--- config.mk ---
export PLATFORM = sky130hd
export DESIGN_NAME = tep_ctrl
export DESIGN_NICKNAME = d
export VERILOG_FILES = /design/src/tep_pkg.sv /design/src/tep_ctrl.sv
export VERILOG_INCLUDE_DIRS = /design/src /design/src/src
export SDC_FILE = /design/constraint.sdc
export NUM_CORES = 1
export LEC_CHECK = 0
export ABC_AREA = 0
export BUFFER_PORTS_ARGS = -buffer_cell sky130_fd_sc_hd__buf_2
export CORE_AREA = 2 2 39 41
export CTS_CLUSTER_DIAMETER = 60
export CTS_CLUSTER_SIZE = 16
export DETAILED_ROUTE_END_ITERATION = 12
export DIE_AREA = 0 0 41 43
export HOLD_SLACK_MARGIN = 0.06
export PLACE_DENSITY = 0.51
export SLEW_MARGIN = 20
export SYNTH_ARGS = -nofsm -noshare
export SYNTH_HDL_FRONTEND = slang
export SYNTH_SLANG_ARGS = --single-unit
--- constraint.sdc ---
create_clock -name clk -period 1.4 [get_ports clk]
set_clock_uncertainty 0.2 [all_clocks]
set_input_delay 0.14 -clock clk [delete_from_list [all_inputs] [get_ports clk]]
set_output_delay 0.14 -clock clk [all_outputs]
set_load 0.05 [all_outputs]
--- src/timed_event_playback_macros.svh ---
// Assertion macros for the timed event playback block.
// Expects signals named clk and rst in the scope of each use.
`ifndef TIMED_EVENT_PLAYBACK_MACROS_SVH
`define TIMED_EVENT_PLAYBACK_MACROS_SVH

// Plain property check, held off while reset is high.
`define TEP_ASSERT(lbl, prop, msg) \
  lbl: assert property (@(posedge clk) disable iff (rst) (prop)) else $error(msg);

// Implication check, held off while reset is high.
`define TEP_ASSERT_IMPL(lbl, ante, cons, msg) \
  lbl: assert property (@(posedge clk) disable iff (rst) (ante) |-> (cons)) else $error(msg);

`endif

--- src/tep_pkg.sv ---
// Shared types and constants for the timed event playback block.
// No dependencies.
`timescale 1ns / 1ps
package tep_pkg;

  localparam int MAX_EVENTS_DEF = 1024;
  localparam int MAX_BURST_DEF  = 64;

  localparam int TIME_W    = 32;
  localparam int PAYLOAD_W = 24;
  localparam int ELAPSED_W = 24;
  localparam int INDEX_W   = 10;

  localparam logic KIND_MSG    = 1'b0;
  localparam logic KIND_STATUS = 1'b1;

  typedef enum logic [1:0] {
    OP_APPEND  = 2'd0,
    OP_TICK    = 2'd1,
    OP_RESTART = 2'd2,
    OP_CLEAR   = 2'd3
  } op_t;

  typedef enum logic [1:0] {
    ST_IDLE,
    ST_CHECK,
    ST_CALC,
    ST_FLUSH
  } state_t;

  typedef enum logic [1:0] {
    EMIT_NONE,
    EMIT_PEND,
    EMIT_STATUS
  } emit_t;

  // Controller to datapath commands
  typedef struct packed {
    logic  append;
    logic  rewind;
    logic  clear_list;
    logic  tick_start;
    logic  take;
    logic  sub_wait;
    logic  calc_wait;
    emit_t emit_sel;
    logic  emit_last;
  } cmd_t;

  // Datapath to controller status
  typedef struct packed {
    logic at_end;
    logic due;
    logic burst_full;
    logic next_eol;
    logic have_pend;
  } sts_t;

endpackage

--- src/tep_ctrl.sv ---
// Controller: sequences appends, rewinds and tick playback over the datapath.
// Depends on tep_pkg and timed_event_playback_macros.svh.
`timescale 1ns / 1ps
`include "timed_event_playback_macros.svh"
module tep_ctrl import tep_pkg::*; (
  input  logic       clk,
  input  logic       rst,
  input  logic       start,
  input  logic [1:0] op,
  input  sts_t       sts,
  output cmd_t       cmd,
  output logic       busy
);

  state_t state, state_next;

  always_ff @(posedge clk) begin
    if (rst) state <= ST_IDLE;
    else     state <= state_next;
  end

  // Next state
  always_comb begin
    state_next = state;
    case (state)
      ST_IDLE: begin
        if (start && (op == OP_TICK) && !sts.at_end) state_next = ST_CHECK;
      end
      ST_CHECK: begin
        if (sts.due && !sts.burst_full) begin
          state_next = sts.next_eol ? ST_FLUSH : ST_CALC;
        end else begin
          state_next = ST_IDLE;
        end
      end
      ST_CALC:  state_next = ST_CHECK;
      ST_FLUSH: state_next = ST_IDLE;
      default:  state_next = ST_IDLE;
    endcase
  end

  // Outputs
  always_comb begin
    cmd      = '0;
    cmd.emit_sel = EMIT_NONE;
    busy     = (state != ST_IDLE);
    case (state)
      ST_IDLE: begin
        if (start) begin
          case (op)
            OP_APPEND:  cmd.append = 1'b1;
            OP_RESTART: cmd.rewind = 1'b1;
            OP_CLEAR: begin
              cmd.rewind     = 1'b1;
              cmd.clear_list = 1'b1;
            end
            OP_TICK: begin
              if (sts.at_end) cmd.emit_sel = EMIT_STATUS;
              else            cmd.tick_start = 1'b1;
            end
            default: begin
            end
          endcase
        end
      end
      ST_CHECK: begin
        if (sts.due && !sts.burst_full) begin
          cmd.take = 1'b1;
          cmd.sub_wait = !sts.next_eol;
          if (sts.have_pend) cmd.emit_sel = EMIT_PEND;
        end else begin
          cmd.emit_sel  = sts.have_pend ? EMIT_PEND : EMIT_STATUS;
          cmd.emit_last = 1'b1;
        end
      end
      ST_CALC: cmd.calc_wait = 1'b1;
      ST_FLUSH: begin
        cmd.emit_sel  = EMIT_PEND;
        cmd.emit_last = 1'b1;
      end
      default: begin
      end
    endcase
  end

  `TEP_ASSERT_IMPL(a_check_not_end, state == ST_CHECK, !sts.at_end, "check with list spent")
  `TEP_ASSERT_IMPL(a_flush_at_end, state == ST_FLUSH, sts.at_end, "flush before list end")

endmodule

==> impl_summary.md <==
Status
The run finished, with violations left. The final reports fail on negative setup slack.

Cells and area
In the final layout, the multi-input gates occupy 179 µm². The number of filler cells placed in the layout is 155. The number of standard cells in the layout, taps in and fillers out is 72. The post-layout instance area is 513 µm². The area growth from synthesis to layout is 161%. The number of antenna diodes in the final layout is 0. The final-stage net count is 68. state holds more flip-flops than any other register. Across the whole layout, storage elements account for 45.0 µm². The post-route netlist has 80.4% of its cells at a drive strength greater than 1.

The largest registers in the layout are state x2. The number of flip-flops under the largest register name is 2.

Critical path
The worst reg-to-reg path cell count is 4. The kind of cell with the highest combined delay along the critical path is simple AND/OR/NAND/NOR gates. The category of the worst setup path capture point is an output pin. The combined buffer and inverter count along the critical path is 1. The critical register-to-register path startpoint is state[1]. The maximum fanout along the worst path is 4. In this run the register-to-register setup slack is 0.24 ns. The longest individual stage delay on the worst path is 0.35 ns.

Traced cell by cell, the critical path runs through nor2_4, and3_4, and2_4, buf_8. The worst setup path category is flop to output pin. The launching instance or port of the critical path is state[0].

Counting buffers and inverters, the worst setup path is 4 cells deep. The critical path data required time is 1.06 ns. The critical path launch point type is a flop. The worst register-to-register path ends at state[1]. At the worst endpoint, the arrival time is 1.18 ns.

The capturing element of the worst setup path is cmd[7]. The critical path's slowest cell is sky130_fd_sc_hd__dfxtp_4.

Die
The die covers 0.00176 mm². The initial utilization of the core area, before any placement, comes to 14.2%. The total number of placement rows is 14.

The horizontal die dimension is 41 µm. The floorplan step set the die height to 43 µm. The number of I/O pins is 21.

The region available for standard cell placement spans 0.00138 mm².

STA
Of the available clock period, the critical path in the final layout requires 108%. The number of endpoints with negative hold slack in the final report is 0. Setup repair after global routing could not meet its margin everywhere.

The final worst hold slack is 0.0421 ns. At the pin with the least slew margin, the transition time is 0.246 ns. The worst setup margin is -0.115 ns. Based on the critical path, the design can be clocked at up to 0.660 GHz.

The final count of negative-setup-slack endpoints is 6. Measured against its own limit, the worst slew margin works out to 83.7%. The number of max-slew violations in the final report is 0.

For the finished layout, the period the worst path requires is 1.52 ns.

Global route
The global-route congestion overflow total is 0. Across every metal layer, demand over resource in global routing totals 8.21%. The fraction of met3 tracks used by global routing is 3.14%. The met1 layer usage reported by global route is 7.96%. The via count of the first global-routing pass was 256. The first global-routing pass estimated 931 µm of wire. After global routing, the most crowded layer is met2. The met2 capacity usage during global routing is 12.2%. The largest net degree at the start of global routing is 5. The number of antenna violations at the first check in global routing is 0.

Power and ir drop
Sequential cells burn 19.2% of the power. In this run switching power makes up 32.8% of total power. The worst vdd rail ir drop is 0.348 mV.

The clock network burns 40.9% of the power. The design draws 0.313 mW. The combinational group share of total power is 39.9%. In this run the power spent charging and discharging nets is 0.103 mW. The leakage power is 0.248 nW.

For this design the ratio of total power to cell area is 611 mW/mm². Cell internal power was estimated by the tool at 0.211 mW.

Logic synthesis
Counting distinct cell types in the post-synthesis netlist gives 16. Summing every instance area after synthesis gives 196 µm². When the netlist entered floorplanning its net count stood at 35. The fraction of registers with async set/reset is 0%. The number of flops mapped to enable cells by yosys is 0. For this run, the number of Yosys warnings is 0.

The leading register cell type out of synthesis is sky130_fd_sc_hd__dfxtp_1. Counting every instance in the synthesized netlist gives 25. Ranked by total cell area, the synthesized netlist is headed by sky130_fd_sc_hd__dfxtp_1 (20%), sky130_fd_sc_hd__and2b_2 (8.9%), sky130_fd_sc_hd__a221oi_2 (7.6%), sky130_fd_sc_hd__nand3b_1 (7.6%), sky130_fd_sc_hd__nor2_1 (7.6%). The part of the Yosys area used for sequential elements is 20.4%. Synthesis inferred 2 register bits.

Averaged over all synthesized cells, the footprint is 7.86 µm². The top cell type by total area after synthesis is sky130_fd_sc_hd__dfxtp_1. In this run the biggest area consumer among cell types represents 20.4% of the synthesized area.

Clocking
The number of buffers between clock root and the deepest sink is 2. Clock latency on the worst-skew pair, taken at its later pin, is 0.22 ns. CTS built an H-tree with a depth of 1.

TritonCTS built the clock tree. The count of clock tree sinks is 2. After clock tree synthesis, the flow added hold-fix buffers numbering 2. TritonCTS created 3 clock buffers. Clock-pin slew was measured on the worst setup and hold paths at 0.03 ns. The root cell of the clock tree is sky130_fd_sc_hd__clkbuf_4.

Place
The final weighted congestion in routability-driven placement is 0.607. The total instance count after detailed placement is 65. The count of input and output buffers is 20.

The wire-length estimate of the detail-placed layout is 500 µm. Before CTS, the worst setup slack after placement is -0.00614 ns. The instance area after placement is 365 µm².

Worst hold path
The class of the tightest hold or removal check is input pin to flop.

Drt
Across all layers, the routed design uses 299 vias. The number of remaining DRC errors is 0. The post-detailed-route count of antenna-violating nets is 0. The number of iterations in the first detailed-routing pass is 1. In the routed layout, each cell is associated on average with a via count of 4.15. The first routing iteration left 0 violations.

The per-cell routed wire length is 8.38 µm. Wires add up to 603 µm.

Job
Across the run, the number of max-cap violations was 0.
## layout make-up
| class | count | area share, % |
|---|---|---|
| timing repair buffer | 28 | 46.6 |
| multi-input combinational | 21 | 34.9 |
| sequential | 2 | 8.78 |
| clock buffer | 3 | 4.39 |
| tap | 16 | 3.90 |
| inverter | 2 | 1.46 |
## cell usage after synthesis (all sizes together) (2+ instances only)
master / count
nand3b: 2
dfxtp: 2
inv: 2
nand2: 3
and2b: 2
nor2: 5
## worst register-to-register path: stages, from the launching register on
cell	delay, ns
sky130_fd_sc_hd__dfxtp_2	0.34
sky130_fd_sc_hd__nor3b_4	0.22
sky130_fd_sc_hd__nand2_2	0.12
sky130_fd_sc_hd__buf_4	0.15
sky130_fd_sc_hd__nor2_1	0.07
## worst min-delay path by stage
stage,start,to,slack (ns),cells past startpoint
3_5_place_dp,rst,state[0],0.11,2
3_3_place_gp,rst,state[0],0.12,2
6_report,sts[2],state[0],0.04,4
4_1_cts,sts[2],state[0],0.04,4
2_1_floorplan,rst,state[0],-0.001,1
5_1_grt,sts[2],state[0],0.05,4
## per-stage QoR
step	utilization (%)	TNS [ns]
floorplan	-	-0.191
global placement	26.4	-0.00218
detailed placement	26.4	-0.00614
CTS	35.0	-0.508
global route	37.1	-1.00
finish	37.1	-0.464
## power groups by stage
stage          registers [mW]  clock network [mW]  logic (mW)
4_1_cts                0.0616               0.134       0.120
3_3_place_gp           0.0616                   0      0.0986
6_report               0.0601               0.128       0.125
5_1_grt                0.0605               0.144       0.133
3_5_place_dp           0.0617                   0      0.0991
2_1_floorplan          0.0624                   0      0.0627
## layout by cell type, fill, tap and decap left out
cell type                        n
sky130_fd_sc_hd__a21oi_2         1
sky130_fd_sc_hd__a221oi_2        1
sky130_fd_sc_hd__and2_4          1
sky130_fd_sc_hd__and2b_2         2
sky130_fd_sc_hd__and3_4          1
sky130_fd_sc_hd__buf_2          10
sky130_fd_sc_hd__buf_4           6
sky130_fd_sc_hd__buf_6           7
sky130_fd_sc_hd__buf_8           3
sky130_fd_sc_hd__clkbuf_4        3
sky130_fd_sc_hd__dfxtp_2         1
sky130_fd_sc_hd__dfxtp_4         1
sky130_fd_sc_hd__dlygate4sd3_1   2
sky130_fd_sc_hd__inv_1           1
sky130_fd_sc_hd__inv_2           1
sky130_fd_sc_hd__nand2_1         2
sky130_fd_sc_hd__nand2_2         1
sky130_fd_sc_hd__nand2b_1        1
sky130_fd_sc_hd__nand3b_1        2
sky130_fd_sc_hd__nand4b_1        1
sky130_fd_sc_hd__nor2_1          1
sky130_fd_sc_hd__nor2_2          2
sky130_fd_sc_hd__nor2_4          2
sky130_fd_sc_hd__nor2b_2         1
sky130_fd_sc_hd__nor3b_4         1
sky130_fd_sc_hd__o21a_1          1
## logic make-up (layout without fill, tap and decap cells)
| group | count (synthesis) | count (layout) | synth area share [%] |
|---|---|---|---|
| and+or+nand+nor | 18 | 18 | 61.8 |
| AOI/OAI and AO/OA | 3 | 3 | 14.0 |
| DFF | 2 | 2 | 20.4 |
| buffers and inverters | 2 | 33 | 3.82 |
## repair_timing
action,4_1_cts,5_1_grt
hold endpoints to repair,2,1
buffers inserted,0,2
setup endpoints to repair,10,10
gates resized for setup,24,4
pin swaps,3,1
## layer usage
| layer | share of wire [%] | routed length, µm | vias to the layer above |
|---|---|---|---|
| met5 | 0 | 0 | - |
| met4 | 2.5 | 15 | 0 |
| met3 | 12 | 70 | 2 |
| met2 | 56 | 335 | 15 |
| met1 | 30 | 181 | 135 |
| li1 | - | - | 147 |
(Power assumes the default switching activity.)
